==> src/a85_pkg.sv <==
// ----------------------------------------------------------------------------
// a85_pkg
// Types, character codes and the base-85 power table for the stream decoder.
// ----------------------------------------------------------------------------
package a85_pkg;

   localparam logic [7:0] CHAR_SPACE = 8'h20;
   localparam logic [7:0] CHAR_LF    = 8'h0A;
   localparam logic [7:0] CHAR_CR    = 8'h0D;
   localparam logic [7:0] CHAR_ZERO5 = 8'h7A;  // 'z'
   localparam logic [7:0] DIGIT_LO   = 8'h21;  // '!'
   localparam logic [7:0] DIGIT_HI   = 8'h75;  // 'u'

   localparam logic [2:0] GROUP_DIGITS = 3'd5;
   localparam logic [2:0] LAST_DIGIT   = 3'd4;

   localparam int POW_WIDTH   = 26;
   localparam int BURST_BYTES = 7;

   typedef enum logic [1:0] {
      ERR_NONE         = 2'd0,
      ERR_INVALID_CHAR = 2'd1,
      ERR_NO_DIGITS    = 2'd2
   } err_type;

   typedef struct packed {
      logic [7:0] char_in;
      logic       stream_end;
   } req_type;

   typedef struct packed {
      logic [7:0] data_byte;
      logic       byte_valid;
      logic [1:0] error_code;
      logic       end_of_stream;
      logic       last_of_run;
   } rsp_type;

   // one unit of expansion work: result = operand * 85^power (+ pad)
   typedef struct packed {
      logic [31:0] operand;
      logic [2:0]  power;
      logic        pad_add;
      logic        has_group;
      logic [1:0]  part_bytes;
      err_type     error_code;
      logic        end_of_stream;
   } job_type;

   function automatic logic [POW_WIDTH-1:0] pow85(input logic [2:0] e);
      logic [POW_WIDTH-1:0] p;
      case (e)
         3'd1:    p = POW_WIDTH'(85);
         3'd2:    p = POW_WIDTH'(7225);
         3'd3:    p = POW_WIDTH'(614125);
         3'd4:    p = POW_WIDTH'(52200625);
         default: p = POW_WIDTH'(1);
      endcase
      return p;
   endfunction

endpackage

==> src/a85_req_if.sv <==
// ----------------------------------------------------------------------------
// a85_req_if
// Character channel: valid/ready with one character and its end flag.
// ----------------------------------------------------------------------------
interface a85_req_if;
   logic              valid;
   logic              ready;
   a85_pkg::req_type  payload;

   modport source (output valid, output payload, input ready);
   modport sink   (input valid, input payload, output ready);
endinterface

==> src/a85_rsp_if.sv <==
// ----------------------------------------------------------------------------
// a85_rsp_if
// Result channel: valid/ready with one decoded byte or status result.
// ----------------------------------------------------------------------------
interface a85_rsp_if;
   logic              valid;
   logic              ready;
   a85_pkg::rsp_type  payload;

   modport source (output valid, output payload, input ready);
   modport sink   (input valid, input payload, output ready);
endinterface

==> src/a85_front.sv <==
// ----------------------------------------------------------------------------
// a85_front
// Input register, character classification, group accumulator and job register.
// ----------------------------------------------------------------------------
module a85_front (
   input  logic              clock,
   input  logic              reset,
   a85_req_if.sink           req_chan,
   output logic              job_valid,
   input  logic              job_ready,
   output a85_pkg::job_type  job
);

   logic              in_valid_ff, in_valid_in;
   a85_pkg::req_type  in_data_ff;
   logic [31:0]       group_ff, group_in;
   logic [2:0]        count_ff, count_in;
   logic              seen_ff, seen_in;
   logic              failed_ff, failed_in;
   logic              job_valid_ff, job_valid_in;
   a85_pkg::job_type  job_ff, job_in;

   logic        is_skip, is_z, is_digit, is_bad, stream_end, emit;
   logic        job_take, in_adv, req_fire;
   logic [7:0]  digit;
   logic [31:0] group_x85;

   assign job_take = !job_valid_ff || job_ready;
   assign in_adv   = in_valid_ff && (!emit || job_take);
   assign req_chan.ready = !in_valid_ff || in_adv;
   assign req_fire = req_chan.valid && req_chan.ready;

   assign stream_end = in_data_ff.stream_end;
   assign is_skip  = in_data_ff.char_in == a85_pkg::CHAR_SPACE
                  || in_data_ff.char_in == a85_pkg::CHAR_LF
                  || in_data_ff.char_in == a85_pkg::CHAR_CR;
   assign is_z     = in_data_ff.char_in == a85_pkg::CHAR_ZERO5;
   assign is_digit = in_data_ff.char_in >= a85_pkg::DIGIT_LO
                  && in_data_ff.char_in <= a85_pkg::DIGIT_HI;
   assign is_bad   = !is_skip && !is_z && !is_digit;
   assign digit    = in_data_ff.char_in - a85_pkg::DIGIT_LO;

   // g*85 + d as shift-add, mod 2^32
   assign group_x85 = (group_ff << 6) + (group_ff << 4) + (group_ff << 2) + group_ff
                    + {24'd0, digit};

   always_comb begin
      group_in  = group_ff;
      count_in  = count_ff;
      seen_in   = seen_ff;
      failed_in = failed_ff;

      job_in               = '0;
      job_in.operand       = group_ff;
      job_in.error_code    = a85_pkg::ERR_NONE;
      job_in.end_of_stream = stream_end;

      if (!failed_ff) begin
         if (is_z) begin
            seen_in          = 1'b1;
            group_in         = '0;
            job_in.has_group = 1'b1;
            job_in.power     = (count_ff == 3'd0) ? 3'd0 : a85_pkg::GROUP_DIGITS - count_ff;
            if (count_ff != 3'd0) begin
               job_in.part_bytes = 2'(count_ff - 3'd1);
            end
         end else if (is_digit) begin
            seen_in        = 1'b1;
            job_in.operand = group_x85;
            if (count_ff == a85_pkg::LAST_DIGIT) begin
               group_in         = '0;
               count_in         = '0;
               job_in.has_group = 1'b1;
            end else begin
               group_in          = group_x85;
               count_in          = count_ff + 3'd1;
               job_in.power      = a85_pkg::LAST_DIGIT - count_ff;
               job_in.pad_add    = 1'b1;
               job_in.part_bytes = 2'(count_ff);
            end
         end else if (is_skip) begin
            if (count_ff != 3'd0) begin
               job_in.power      = a85_pkg::GROUP_DIGITS - count_ff;
               job_in.pad_add    = 1'b1;
               job_in.part_bytes = 2'(count_ff - 3'd1);
            end
         end else begin
            failed_in         = 1'b1;
            job_in.error_code = a85_pkg::ERR_INVALID_CHAR;
         end
      end else if (stream_end) begin
         job_in.error_code = a85_pkg::ERR_INVALID_CHAR;
      end

      if (!stream_end) begin
         job_in.part_bytes = '0;
      end else if (!failed_ff && !is_bad && !seen_ff && !is_z && !is_digit) begin
         job_in.error_code = a85_pkg::ERR_NO_DIGITS;
      end

      emit = job_in.has_group || stream_end || job_in.error_code != a85_pkg::ERR_NONE;

      if (stream_end) begin
         group_in  = '0;
         count_in  = '0;
         seen_in   = 1'b0;
         failed_in = 1'b0;
      end
   end

   always_comb begin
      in_valid_in  = req_fire ? 1'b1 : (in_adv ? 1'b0 : in_valid_ff);
      job_valid_in = job_take ? (in_adv && emit) : job_valid_ff;
   end

   always_ff @(posedge clock) begin
      if (reset) begin
         in_valid_ff  <= 1'b0;
         job_valid_ff <= 1'b0;
         group_ff     <= '0;
         count_ff     <= '0;
         seen_ff      <= 1'b0;
         failed_ff    <= 1'b0;
      end else begin
         in_valid_ff  <= in_valid_in;
         job_valid_ff <= job_valid_in;
         if (in_adv) begin
            group_ff  <= group_in;
            count_ff  <= count_in;
            seen_ff   <= seen_in;
            failed_ff <= failed_in;
         end
      end
   end

   always_ff @(posedge clock) begin
      if (req_fire) begin
         in_data_ff <= req_chan.payload;
      end
      if (in_adv && emit) begin
         job_ff <= job_in;
      end
   end

   assign job_valid = job_valid_ff;
   assign job       = job_ff;

endmodule

==> src/a85_burst.sv <==
// ----------------------------------------------------------------------------
// a85_burst
// Multiplies out one job into up to seven bytes and hands them out in order.
// ----------------------------------------------------------------------------
module a85_burst (
   input  logic              clock,
   input  logic              reset,
   input  logic              job_valid,
   output logic              job_ready,
   input  a85_pkg::job_type  job,
   a85_rsp_if.source         rsp_chan
);

   localparam int BYTES_W = 8 * a85_pkg::BURST_BYTES;

   logic                  burst_valid_ff, burst_valid_in;
   logic [BYTES_W-1:0]    bytes_ff, bytes_in;
   logic [2:0]            remain_ff, remain_in;
   logic                  byte_mode_ff, byte_mode_in;
   a85_pkg::err_type      error_ff, error_in;
   logic                  eos_ff, eos_in;

   logic [a85_pkg::POW_WIDTH-1:0]    pow;
   logic [a85_pkg::POW_WIDTH+31:0]   prod;
   logic [31:0]                      pad, word, part;
   logic [2:0]                       nbytes;
   logic                             last, rsp_fire, load;

   assign pow  = a85_pkg::pow85(job.power);
   assign prod = job.operand * pow;
   assign pad  = {{(32-a85_pkg::POW_WIDTH){1'b0}}, pow} - 32'd1;
   assign word = prod[31:0] + (job.pad_add ? pad : 32'd0);
   assign part = job.pad_add ? word : pad;
   assign nbytes = {job.has_group, 2'b00} + {1'b0, job.part_bytes};

   assign last      = remain_ff == 3'd1;
   assign rsp_fire  = burst_valid_ff && rsp_chan.ready;
   assign job_ready = !burst_valid_ff || (rsp_fire && last);
   assign load      = job_valid && job_ready;

   always_comb begin
      burst_valid_in = burst_valid_ff;
      bytes_in       = bytes_ff;
      remain_in      = remain_ff;
      byte_mode_in   = byte_mode_ff;
      error_in       = error_ff;
      eos_in         = eos_ff;
      if (load) begin
         burst_valid_in = 1'b1;
         bytes_in       = job.has_group ? {word, part[31:8]} : {part[31:8], 32'd0};
         remain_in      = (nbytes == 3'd0) ? 3'd1 : nbytes;
         byte_mode_in   = nbytes != 3'd0;
         error_in       = job.error_code;
         eos_in         = job.end_of_stream;
      end else if (rsp_fire) begin
         if (last) begin
            burst_valid_in = 1'b0;
         end else begin
            bytes_in  = bytes_ff << 8;
            remain_in = remain_ff - 3'd1;
         end
      end
   end

   always_ff @(posedge clock) begin
      if (reset) begin
         burst_valid_ff <= 1'b0;
         remain_ff      <= '0;
      end else begin
         burst_valid_ff <= burst_valid_in;
         remain_ff      <= remain_in;
      end
   end

   always_ff @(posedge clock) begin
      bytes_ff     <= bytes_in;
      byte_mode_ff <= byte_mode_in;
      error_ff     <= error_in;
      eos_ff       <= eos_in;
   end

   always_comb begin
      rsp_chan.valid                 = burst_valid_ff;
      rsp_chan.payload.data_byte     = byte_mode_ff ? bytes_ff[BYTES_W-1 -: 8] : 8'd0;
      rsp_chan.payload.byte_valid    = byte_mode_ff;
      rsp_chan.payload.error_code    = byte_mode_ff ? a85_pkg::ERR_NONE : error_ff;
      rsp_chan.payload.end_of_stream = eos_ff && last;
      rsp_chan.payload.last_of_run   = last;
   end

endmodule

==> src/ascii85_stream_decoder.sv <==
// ----------------------------------------------------------------------------
// ascii85_stream_decoder
// Base-85 text decoder: one character per transaction in, decoded bytes out.
// ----------------------------------------------------------------------------
//  channel   | dir | payload                                      | handshake
//  req_chan  | in  | char_in[7:0], stream_end                     | valid/ready
//  rsp_chan  | out | data_byte[7:0], byte_valid, error_code[1:0], | valid/ready
//            |     | end_of_stream, last_of_run                   |
//
//  A character enters the input register, is decoded into the job register
//  and multiplied out into the burst register. Characters that give no
//  result are taken every cycle; a character that gives n results (up to
//  seven) holds the result side until all n of them have been taken.
//  The group multiply by 85^k sits alone between job and burst registers.
//  Synchronous reset clears all handshake and accumulator state.
// ----------------------------------------------------------------------------
module ascii85_stream_decoder (
   input  logic        clock,
   input  logic        reset,
   a85_req_if.sink     req_chan,
   a85_rsp_if.source   rsp_chan
);

   logic              job_valid;
   logic              job_ready;
   a85_pkg::job_type  job;

   a85_front u_front (
      .clock     (clock),
      .reset     (reset),
      .req_chan  (req_chan),
      .job_valid (job_valid),
      .job_ready (job_ready),
      .job       (job)
   );

   a85_burst u_burst (
      .clock     (clock),
      .reset     (reset),
      .job_valid (job_valid),
      .job_ready (job_ready),
      .job       (job),
      .rsp_chan  (rsp_chan)
   );

`ifndef SYNTHESIS
   assert property (@(posedge clock) disable iff (reset)
      rsp_chan.valid && rsp_chan.payload.end_of_stream |-> rsp_chan.payload.last_of_run)
      else $error("end_of_stream without last_of_run");

   assert property (@(posedge clock) disable iff (reset)
      rsp_chan.valid && rsp_chan.payload.byte_valid
         |-> rsp_chan.payload.error_code == a85_pkg::ERR_NONE)
      else $error("byte result carries an error code");

   assert property (@(posedge clock) disable iff (reset)
      rsp_chan.valid && !rsp_chan.payload.byte_valid |-> rsp_chan.payload.last_of_run)
      else $error("status result is not the last of its run");

   assert property (@(posedge clock) disable iff (reset)
      job_valid && !job_ready |=> job_valid && $stable(job))
      else $error("job dropped or changed while stalled");
`endif

endmodule
==> src/flat_wrapper.sv <==
// flat-port wrapper written by rule: the top's interface ports become plain ports
module ascii85_stream_decoder_flat 
  (clock, reset, req_chan_valid, req_chan_payload, req_chan_ready, rsp_chan_valid, rsp_chan_payload, rsp_chan_ready);
  a85_req_if req_chan_i ();
  a85_rsp_if rsp_chan_i ();
  input  logic clock;
  input  logic reset;
  input wire logic [$bits(req_chan_i.valid)-1:0] req_chan_valid;
  input wire logic [$bits(req_chan_i.payload)-1:0] req_chan_payload;
  output wire logic [$bits(req_chan_i.ready)-1:0] req_chan_ready;
  output wire logic [$bits(rsp_chan_i.valid)-1:0] rsp_chan_valid;
  output wire logic [$bits(rsp_chan_i.payload)-1:0] rsp_chan_payload;
  input wire logic [$bits(rsp_chan_i.ready)-1:0] rsp_chan_ready;
  assign req_chan_i.valid = req_chan_valid;
  assign req_chan_i.payload = req_chan_payload;
  assign req_chan_ready = req_chan_i.ready;
  assign rsp_chan_valid = rsp_chan_i.valid;
  assign rsp_chan_payload = rsp_chan_i.payload;
  assign rsp_chan_i.ready = rsp_chan_ready;
  ascii85_stream_decoder u_core (.clock(clock), .reset(reset), .req_chan(req_chan_i), .rsp_chan(rsp_chan_i));
endmodule
==> config.mk <==
export PLATFORM = sky130hd
export DESIGN_NAME = ascii85_stream_decoder_flat
export DESIGN_NICKNAME = d
export VERILOG_FILES = /design/src/a85_pkg.sv /design/src/a85_req_if.sv /design/src/a85_rsp_if.sv /design/src/a85_front.sv /design/src/a85_burst.sv /design/src/ascii85_stream_decoder.sv /design/src/flat_wrapper.sv
export SDC_FILE = /design/constraint.sdc
export NUM_CORES = 1
export LEC_CHECK = 0
export ABC_AREA = 0
export BUFFER_PORTS_ARGS = -buffer_cell sky130_fd_sc_hd__buf_4
export CORE_ASPECT_RATIO = 0.6
export CORE_MARGIN = 8
export CORE_UTILIZATION = 55
export CTS_CLUSTER_SIZE = 24
export DETAILED_ROUTE_END_ITERATION = 8
export PLACE_DENSITY = 0.69
export SLEW_MARGIN = 25
export SYNTH_ARGS = -nofsm -noshare
export SYNTH_HDL_FRONTEND = slang
export SYNTH_SLANG_ARGS = --single-unit
==> constraint.sdc <==
create_clock -name clock -period 8.2 [get_ports clock]
set_input_delay 1.64 -clock clock [delete_from_list [all_inputs] [get_ports clock]]
set_output_delay 1.64 -clock clock [all_outputs]
set_load 0.05 [all_outputs]
# Word-level counts from Yosys, hierarchy flattened
# Cells that the tools add are included.
classes:
  n_addsub: 13
  multipliers: 1
  magnitude_cmp: 2
  n_eq_ne: 13
  muxes: 61
  bitwise_logic: 1
  n_reduce_logical: 48
ops:
  columns: ["operator", "count"]
  rows:
  - ["2-to-1 mux 32 bit", 9]
  - ["2-to-1 mux 56 bit", 4]
  - ["adder 32 bit", 4]
  - ["one-hot mux 26 bit (4 select lines)", 1]
  - ["2-to-1 mux 39 bit", 1]
  - ["2-to-1 mux 3 bit", 12]
  - ["adder 32 x 8 -> 32 bit", 1]
  - ["multiplier 32 x 26 -> 32 bit", 1]
  - ["subtractor 26 x 1 -> 27 bit (second input constant)", 1]
  - ["2-to-1 mux 1 bit", 20]
  - ["2-to-1 mux 2 bit", 9]
  - ["equality test 8 x 4 -> 1 bit (second input constant)", 2]
  - ["2-to-1 mux 4 bit", 4]
  - ["logical AND 1 bit", 14]
  - ["zero test 1 bit", 10]
  - ["nonzero test 2 bit", 5]
  - ["nonzero test 3 bit", 3]
  - ["equality test 8 x 6 -> 1 bit (second input constant)", 1]
  - ["equality test 8 x 7 -> 1 bit (second input constant)", 1]
  - ["greater-or-equal comparator 8 x 6 -> 1 bit (second input constant)", 1]
  - ["<= comparator 8 x 7 -> 1 bit (second input constant)", 1]
  - ["logical OR 1 bit", 8]
  - ["2-to-1 mux 8 bit", 1]
  - ["subtractor 8 x 6 -> 8 bit (second input constant)", 1]
  - ["16 further kinds", 24]
word_totals:
  register_bits: 154
  inputBits: 13
  output_inout_bits: 15
  wordCells: 160

# Logic depth before layout (Yosys ltp)
# Gate-level depths: netlist of the first run.
depth:
  word_depth: 21
  mapped_depth: 28
  ltp_nobuf: 28

# By module
# A second synthesis of the first run with hierarchy kept.
hier_totals:
  cells_unflattened: 2333
  hier_area_um2: 22622.9
by_module_without_submodules:
  columns: ["module", "n_inst", "cells_per_inst", "area_per_inst_um2", "seq_area_each_um2"]
  rows:
  - ["a85_burst", 1, 1710, 15720.1, 1881.8]
  - ["a85_front", 1, 623, 6902.9, 2312.2]

# Worst setup path after synthesis of the first run
# Ideal clock, no wire load.
synth_path:
  path_type: "register to register"
  from: "register u_core.u_front.job_ff, in the netlist u_core.u_front.job[7]"
  to: "register u_core.u_burst.bytes_ff[23], data pin"
  setup_time_ps: 261
  arrival_time_ps: 6989
  t_required_ps: 7939
  setup_slack_ps: 949
  path_stages_with_launch: 28
  path_buffers: 3
  period_less_slack_ps: 7251
  cell_sequence: "edfxtp_1 > nor2b_1 > clkbuf_1 > clkbuf_1 > clkbuf_1 > nand2_1 > fa_1 > inv_1 > fa_1 > inv_1 > fa_1 > fa_1 > inv_1 > fa_1 > fa_1 > inv_1 > fa_1 > inv_1 > ha_1 > a21oi_1 > nand2_1 > a221oi_1 > nor2b_1 > o21ai_0 > a31oi_1 > a31oi_1 > xnor2_1 > o21ai_0"
synth_between:
  elab_chain_cells: 8
  word_cells_on_any_way: 12
  classes_between: "add/sub: 2; mul: 1; eq/ne: 4; mux: 5"
synth_rtl:
  columns: ["item", "line", "text"]
  rows:
  - ["start, declared", "a85_front.sv:21", "a85_pkg::job_type job_ff, job_in;"]
  - ["start signal, assigned", "a85_front.sv:141", "job_ff <= job_in;"]
  - ["equality test 3 bit, or another cell as far along", "a85_pkg.sv:52", "case (e)"]
  - ["one-hot mux 26 bit (4 select lines) *", "a85_pkg.sv:52", null]
  - ["parallel branches: the longest is 3 deep, another holds multiplier 32 x 26 -> 32 bit", null, null]
  - ["2-to-1 mux 32 bit *", "a85_burst.sv:33", "assign part = job.pad_add ? word : pad;"]
  - ["2-to-1 mux 56 bit *", "a85_burst.sv:50", "bytes_in = job.has_group ? {word, part[31:8]} : {part[31:8], 32'd0};"]
  - ["2-to-1 mux 56 bit *", "a85_burst.sv:48", "if (load) begin"]
  - ["via u_core.u_burst.bytes_in[23]", "a85_burst.sv:17", "logic [BYTES_W-1:0] bytes_ff, bytes_in;"]
  - ["end signal, assigned", "a85_burst.sv:76", "bytes_ff <= bytes_in;"]
  - ["end, declared", "a85_burst.sv:17", null]
# Mark *: on every way through the listed nets, which the timed path passes.
# A chain may end at the register's enable or synchronous reset.

# Worst setup path in the final report of the first run
layout_path:
  from: "register u_core.u_front.job_ff, in the netlist u_core.u_front.job[7]"
  to: "register u_core.u_burst.bytes_ff[17], data pin"
# Same word-level chain as after synthesis.

==> impl_metrics.yaml, run 1 <==
run_status:
  status: "complete, no violations"
cts:
  cts_sinks: 154
  clkSlewWorstSetupHoldPaths_ps: 70
  cts_root_buf: "clkbuf_16"
  h-tree-depth: 4
  numCtsBuffers: 17
  post-cts-setup-buffer-count: 0
  clk_latency_ps: 460
  clk_path_buf_depth: 2
  tritoncts: "built"
floorplan:
  initial_core_util_pct: 55.72
  coreArea_mm2: 0.04044
  ioPinCount: 28
  num_rows: 57
  die-width_um: 277.3
  die_h_um: 172.8
  die-area_mm2: 0.04791
detailed_routing:
  drc: 0
  num_vias: 16600
  drtIter0Drc: 1806
  wirelength_mm: 66.26
  first_pass_iters: 6
  vias_per_cell: 5.739
  antenna_left: 0
  wl_per_cell_um: 22.91
sta:
  timing.final.crit_share_pct: 98.06
  setup_viol: 0
  max_freq_mhz: 124.4
  worstMarginPinSlew_ps: 952.0
  fin_setup_tns_ps: 0
  slew_headroom_pct: 36.30
  hold_viol_final: 0
  layout_min_cycle_time_ps: 8041
  rsz0062_at_grt: "no"
  fin_skew_ps: 14.99
  drv_slew: 0
finish:
  num-fill-cells: 3455
  nNetsFinal: 2966
  diodes: 0
  finish.utilization_pct: 59.27
  drive_gt1_share_pct: 7.285
  final_cell_mix: "inv_1, fa_1, ha_1, nand2_1, edfxtp_1"
  final_area_mm2: 0.02397
  fin_cells: 2892
  area_growth_pct: 6.375
  layout_commonest_cell: "inv_1"
pwr:
  pwr-share-seq_pct: 15.2
  power.internal_w: 0.003059
  peakVddDrop_mv: 0.3302
  clkPwrFrac_pct: 13.6
  power_density_mw_per_mm2: 257.5
  leakagePower_nw: 12.22
  p_sw_w: 0.003113
  swShare_pct: 50.44
  comb_power_share_pct: 71.2
  total_power_w: 0.006171
worst_setup_path:
  path_max_fanout: 49
  start_kind: "register"
  timing.critical_path.mode_cell: "fa_1"
  slowest_delay_ps: 610
  end_kind: "register"
  worst_r2r_endpoint: "u_core.u_burst.bytes_ff[17]$_DFFE_PP_"
  reg2regPathDepth: 26
  startpoint: "u_core.u_front.job[7]$_SDFFCE_PP0P_"
  arrival_ps: 8370
  r2r_slack_ps: 160
  reg2reg_from: "u_core.u_front.job[7]$_SDFFCE_PP0P_"
  crit_path_top_delay_cell: "o21ai_0"
  critPathKind: "register to register"
  cp.required_ps: 8530
  crit_path_end: "u_core.u_burst.bytes_ff[17]$_DFFE_PP_"
yosys:
  synth_area_leaders: "fa_1, edfxtp_1, ha_1, inv_1, nand2_1"
  synth_adder_area_share_pct: 45.36
  syn_inst: 2341
  netlist_area_mm2: 0.02253
  yosysTopAreaCell: "fa_1"
  ys_async_sr_fraction_pct: 0
  synthMuxAreaShare_pct: 0.2888
  synth-xor-area-share_pct: 4.065
  synth_compound_area_share_pct: 8.797
  synth-simple-area-share_pct: 12.68
  synth_cell_types: 75
  synth_top_family_by_area: "adder cells"
  synth_edf_count: 111
  yosys_warnings: 0
  ys_seq_area_share_pct: 18.61
  synth_top_area_share_pct: 31.37
  ys_seq_elements: 154
  syn_avg_cell_area_um2: 9.624
  synth-main-ff-cell: "edfxtp_1"
  synth_nets: 2959
placement:
  postPlaceCellArea_mm2: 0.02336
  placed_cells: 2860
  hpwl_mm: 55.62
  port_buffers: 27
  place_congestion: 1.031
min_path:
  hold_path_class: "register to register"
  hold_path_depth: 0
global_routing:
  grt-ovfl-total: 0
  grt_pass1_vias: 17170
  grt_start_max_net_pins: 65
  grt_pass1_wl_mm: 102.8
  grt_util_all_layers_pct: 28.02
  antenna_found_initial: 2
run:
  cap_violations: 0
## cell usage after synthesis, drive strengths merged (6+ instances only)
cell    number
fa         353
o21bai       8
a31oi       11
inv        524
ha         252
xor2        24
a211oi      10
and2        76
o21ai       76
o31ai        6
xnor2       78
a21o        22
and3        53
dfxtp       43
a21oi       76
o21a        10
nor2        99
buf         13
clkbuf      60
nor3        22
nor2b       14
a22o        13
edfxtp     111
nand2      241
nand3       24
nand2b      10
or2         17
a22oi       28
nand4        8
or3          9
## worst min path at each step
stage | slack [ps] | to | from
2_1_floorplan | 400 | u_core.u_burst.eos_ff$_DFFE_PP_ | u_core.u_front.job[0]$_DFFE_PP_
3_3_place_gp | 410 | u_core.u_burst.error_ff[1]$_DFFE_PP_ | u_core.u_front.job[2]$_DFFE_PP_
3_5_place_dp | 410 | u_core.u_burst.error_ff[0]$_DFFE_PP_ | u_core.u_front.job[1]$_DFFE_PP_
4_1_cts | 430 | u_core.u_burst.error_ff[1]$_DFFE_PP_ | u_core.u_front.job[2]$_DFFE_PP_
5_1_grt | 450 | u_core.u_burst.error_ff[1]$_DFFE_PP_ | u_core.u_front.job[2]$_DFFE_PP_
6_report | 430 | u_core.u_burst.error_ff[1]$_DFFE_PP_ | u_core.u_front.job[2]$_DFFE_PP_
## power by group through the flow
stage / clock (W) / sequential, W / combinational (W)
after floorplan: 0 / 0.000925 / 0.00303
after global placement: 0 / 0.000951 / 0.00423
after detailed placement: 0 / 0.000951 / 0.00428
after CTS: 0.000851 / 0.000934 / 0.00432
after global routing: 0.000877 / 0.000940 / 0.00488
final: 0.000838 / 0.000938 / 0.00440
## what timing repair did
item / CTS / global route
endpoints found under the setup margin: 0 / 2
hold endpoints to repair: 0 / 0
gates resized for setup: 0 / 1
hold buffers: 0 / 0
## layer usage
layer | vias to the layer above | global-route usage (%) | wire length (µm)
li1 | 7420 | - | -
met1 | 8254 | 43.34 | 31090
met2 | 854 | 34.96 | 24000
met3 | 64 | 13.12 | 10330
met4 | 4 | 4.770 | 809
met5 | - | 0 | 27
## final cells by class
cell class	instances	area, µm²	area share (%)
clock inverters	14	152.6	0.6369
well taps	531	664.4	2.772
flip-flops and latches	154	4194	17.50
inverters	524	1967	8.207
multi-input cells	1590	16070	67.04
clock buffers	18	450.4	1.879
repair buffers	61	470.5	1.963
## state kept, by name, summed over array words and instances (netlist names), 2 cells and up
name,cells
u_core.u_burst.bytes_ff,56
u_core.u_burst.error_ff,2
u_core.u_front.in_data_ff,8
u_core.u_front.count_ff,3
u_core.u_front.job,42
u_core.u_front.group_ff,32
u_core.u_burst.remain_ff,3
## cells by family after synthesis
family,count (synthesis)
DFF,154
buffers and inverters,597
adders and majority gates,605
xor gates and xnor gates,103
and+or+nand+nor,587
AOI/OAI and AO/OA,289
muxes,6
## critical path: cells and delay by family (launching register included)
kind            cells  cell delay (ps)
compound gates      5             1460
xor+xnor            1              380
fa+ha+maj           8             3570
buf+inv             6              580
flops               1              500
simple gates        6             1420
## stage by stage
step	hold slack [ps]	setup slack, ps
3_5_place_dp	405.9	481.8
2_1_floorplan	400.3	949.1
5_1_grt	452.8	83.82
4_1_cts	428.8	435.6
3_3_place_gp	405.8	535.0
6_report	434.5	158.9
Note: power is estimated with default switching activity, not from simulation.
==> inputs of run 2 (changes only) <==
--- a/config.mk
+++ b/config.mk
@@ -13,7 +13,9 @@
 export CTS_CLUSTER_SIZE = 24
 export DETAILED_ROUTE_END_ITERATION = 8
 export PLACE_DENSITY = 0.69
+export REMOVE_ABC_BUFFERS = 1
 export SLEW_MARGIN = 25
 export SYNTH_ARGS = -nofsm -noshare
 export SYNTH_HDL_FRONTEND = slang
+export SYNTH_HIERARCHICAL = 1
 export SYNTH_SLANG_ARGS = --single-unit
==> run 2 against run 1 <==
  * First-iteration DRC count is 7.6% lower
  * Clock power is 3.2% lower
  * Sequential share of layout area hardly changed
  * Non-clock buffer count is 8 lower
==> impl_metrics.yaml, run 2 <==
floorplan:
  initial_core_util_pct: 55.85
  die-width_um: 277.8
  num_rows: 57
  die-area_mm2: 0.04809
  coreArea_mm2: 0.04051
  die_h_um: 173.1
  ioPinCount: 28
finish:
  largest_register: "u_core/u_burst/bytes_ff"
  final_area_mm2: 0.02402
  area_growth_pct: 6.172
  final_cell_mix: "inv_1, fa_1, ha_1, nand2_1, edfxtp_1"
  regArea_mm2: 0.004194
  finish.utilization_pct: 59.29
  largest_reg_flops: 56
  num-fill-cells: 3463
  drive_gt1_share_pct: 6.186
  multiInputGateArea_mm2: 0.01607
  nNetsFinal: 2949
  layout_commonest_cell: "inv_1"
yosys:
  yosysTopAreaCell: "fa_1"
  synth-main-ff-cell: "edfxtp_1"
  synth_common_cells: "inv_1, fa_1, ha_1"
  ys_seq_area_share_pct: 18.54
  ys_seq_elements: 154
  synth_most_common_cell: "inv_1"
  synth_top_area_share_pct: 31.24
  yosys_warnings: 6
  netlist_area_mm2: 0.02262
  synth_edf_count: 111
  syn_avg_cell_area_um2: 9.697
  syn_inst: 2333
  ys_async_sr_fraction_pct: 0
  synth_area_leaders: "fa_1, edfxtp_1, ha_1, inv_1, dfxtp_1"
  synth_cell_types: 75
cts:
  clk_path_buf_depth: 2
  clk_latency_ps: 450
  clkSlewWorstSetupHoldPaths_ps: 80
  cts_sinks: 154
  cts_root_buf: "clkbuf_16"
  numCtsBuffers: 17
  post-cts-setup-buffer-count: 0
  cts-resized-gates: 0
  cts_hold_buf: 0
  tritoncts: "built"
  h-tree-depth: 4
min_path:
  hold_start: "u_core/u_front/job[1]$_DFFE_PP_"
  whs_endpoint: "u_core/u_burst/error_ff[0]$_DFFE_PP_"
  hold_path_depth: 0
  hold_path_class: "register to register"
global_routing:
  grt_util_all_layers_pct: 26.23
  grt_pass1_vias: 16710
  grt-ovfl-total: 0
  grt_pass1_wl_mm: 97.75
  antenna_found_initial: 5
  grt_start_max_net_pins: 64
pwr:
  comb_power_share_pct: 70.3
  power.internal_w: 0.002930
  pwr-share-seq_pct: 16.0
  peakVddDrop_mv: 0.3814
  leakagePower_nw: 12.23
  swShare_pct: 50.42
  power_density_mw_per_mm2: 246.0
  clkPwrFrac_pct: 13.7
  p_sw_w: 0.002979
worst_setup_path:
  reg2regPathDepth: 24
  end_kind: "register"
  cp.required_ps: 8380
  r2r_slack_ps: 390
  critPathKind: "register to register"
  cp_top_family: "adder cells"
  crit_chain: "nor3b_2, buf_4, and2_1, or2_2, inv_1, fa_1, fa_1, fa_1, inv_1, ha_1, fa_1, fa_1, inv_1, fa_1, inv_1, ha_1, a21o_1, a21o_1, or3_1, a21o_1, a31oi_1, nor3_1, xnor2_1, o21ai_0"
  worst-path-buf-inv: 5
  crit_path_top_delay_cell: "fa_1"
  worst_r2r_endpoint: "u_core/u_burst/bytes_ff[18]$_DFFE_PP_"
  path_max_fanout: 22
  reg2reg_from: "u_core/u_front/job[7]$_SDFFCE_PP0P_"
  slowest_delay_ps: 570
  timing.critical_path.mode_cell: "fa_1"
  arrival_ps: 7980
  start_kind: "register"
sta:
  layout_min_cycle_time_ps: 7808
  hold_viol_final: 0
  fin_setup_tns_ps: 0
  worstMarginPinSlew_ps: 998.2
  setup_viol: 0
  max_freq_mhz: 128.1
  drv_slew: 0
  fin_skew_ps: 24.71
  rsz0062_at_grt: "no"
  slew_headroom_pct: 33.45
  timing.final.crit_share_pct: 95.22
detailed_routing:
  drtIter0Drc: 1669
  wl_per_cell_um: 21.58
  vias_per_cell: 5.652
  num_vias: 16260
  wirelength_mm: 62.09
  first_pass_iters: 6
  drc: 0
  antenna_left: 0
placement:
  port_buffers: 27
  postPlaceCellArea_mm2: 0.02340
  place_congestion: 1.080
  hpwl_mm: 53.22
run:
  cap_violations: 0
run_status:
  status: "complete, no violations"
-- run 2: worst max-delay path by stage --
stage | start | endpoint | cells past startpoint
2_1_floorplan | u_core/u_front/job[8]$_SDFFCE_PP0P_ | u_core/u_burst/bytes_ff[51]$_DFFE_PP_ | 24
3_3_place_gp | u_core/u_front/job[8]$_SDFFCE_PP0P_ | u_core/u_burst/bytes_ff[16]$_DFFE_PP_ | 25
3_5_place_dp | u_core/u_front/job[8]$_SDFFCE_PP0P_ | u_core/u_burst/bytes_ff[23]$_DFFE_PP_ | 24
4_1_cts | u_core/u_front/job[9]$_SDFFCE_PP0P_ | u_core/u_burst/bytes_ff[16]$_DFFE_PP_ | 23
5_1_grt | u_core/u_front/job[8]$_SDFFCE_PP0P_ | u_core/u_burst/bytes_ff[23]$_DFFE_PP_ | 25
6_report | u_core/u_front/job[7]$_SDFFCE_PP0P_ | u_core/u_burst/bytes_ff[18]$_DFFE_PP_ | 24
-- run 2: kinds of logic (layout without fill, tap and decap cells) --
logic type / Yosys count / count (layout) / share of synthesized area, %
other: 0 / 2 / 0
XOR/XNOR: 102 / 102 / 4.010
multiplexers: 34 / 34 / 1.676
adder cells (fa/ha/maj): 605 / 605 / 45.17
AND/OR/NAND/NOR: 525 / 525 / 11.50
AO/OA/AOI/OAI: 287 / 287 / 8.556
flip-flops: 154 / 154 / 18.54
buffers and inverters: 626 / 637 / 10.54
-- run 2: routing by layer --
metal / GRT usage (%) / part of all wire (%)
met5: 0 / 0.023
met4: 4.442 / 1.2
met3: 11.13 / 14
met2: 33.22 / 37
met1: 40.89 / 48
-- run 2: cell type report --
type                            instances  area share (%)
Timing Repair Buffer                   53           1.740
Multi-Input combinational cell       1553           66.90
Tap cell                              531           2.766
Sequential cell                       154           17.46
Inverter                              552           8.626
Antenna cell                            2         0.02084
Clock inverter                         13          0.5938
Clock buffer                           19           1.891
-- run 2: per-stage QoR --
step / hold slack (ps) / std cells / total power (W) / worst slack, ps
floorplan: 400.3 / 2259 / 0.003871 / 232.5
global placement: 406.9 / 2842 / 0.004908 / 462.7
detailed placement: 407.1 / 2843 / 0.004996 / 399.3
CTS: 426.4 / 2875 / 0.005844 / 350.5
global route: 427.9 / 2875 / 0.006451 / 19.95
finish: 425.1 / 2877 / 0.005909 / 392.1
-- run 2: power groups by stage --
| stage | clock (W) | sequential (W) | combinational, W |
|---|---|---|---|
| final | 0.000811 | 0.000945 | 0.00415 |
| after global routing | 0.000857 | 0.000949 | 0.00465 |
| after CTS | 0.000829 | 0.000942 | 0.00407 |
| after detailed placement | 0 | 0.000959 | 0.00404 |
| after global placement | 0 | 0.000959 | 0.00395 |
| after floorplan | 0 | 0.000938 | 0.00293 |
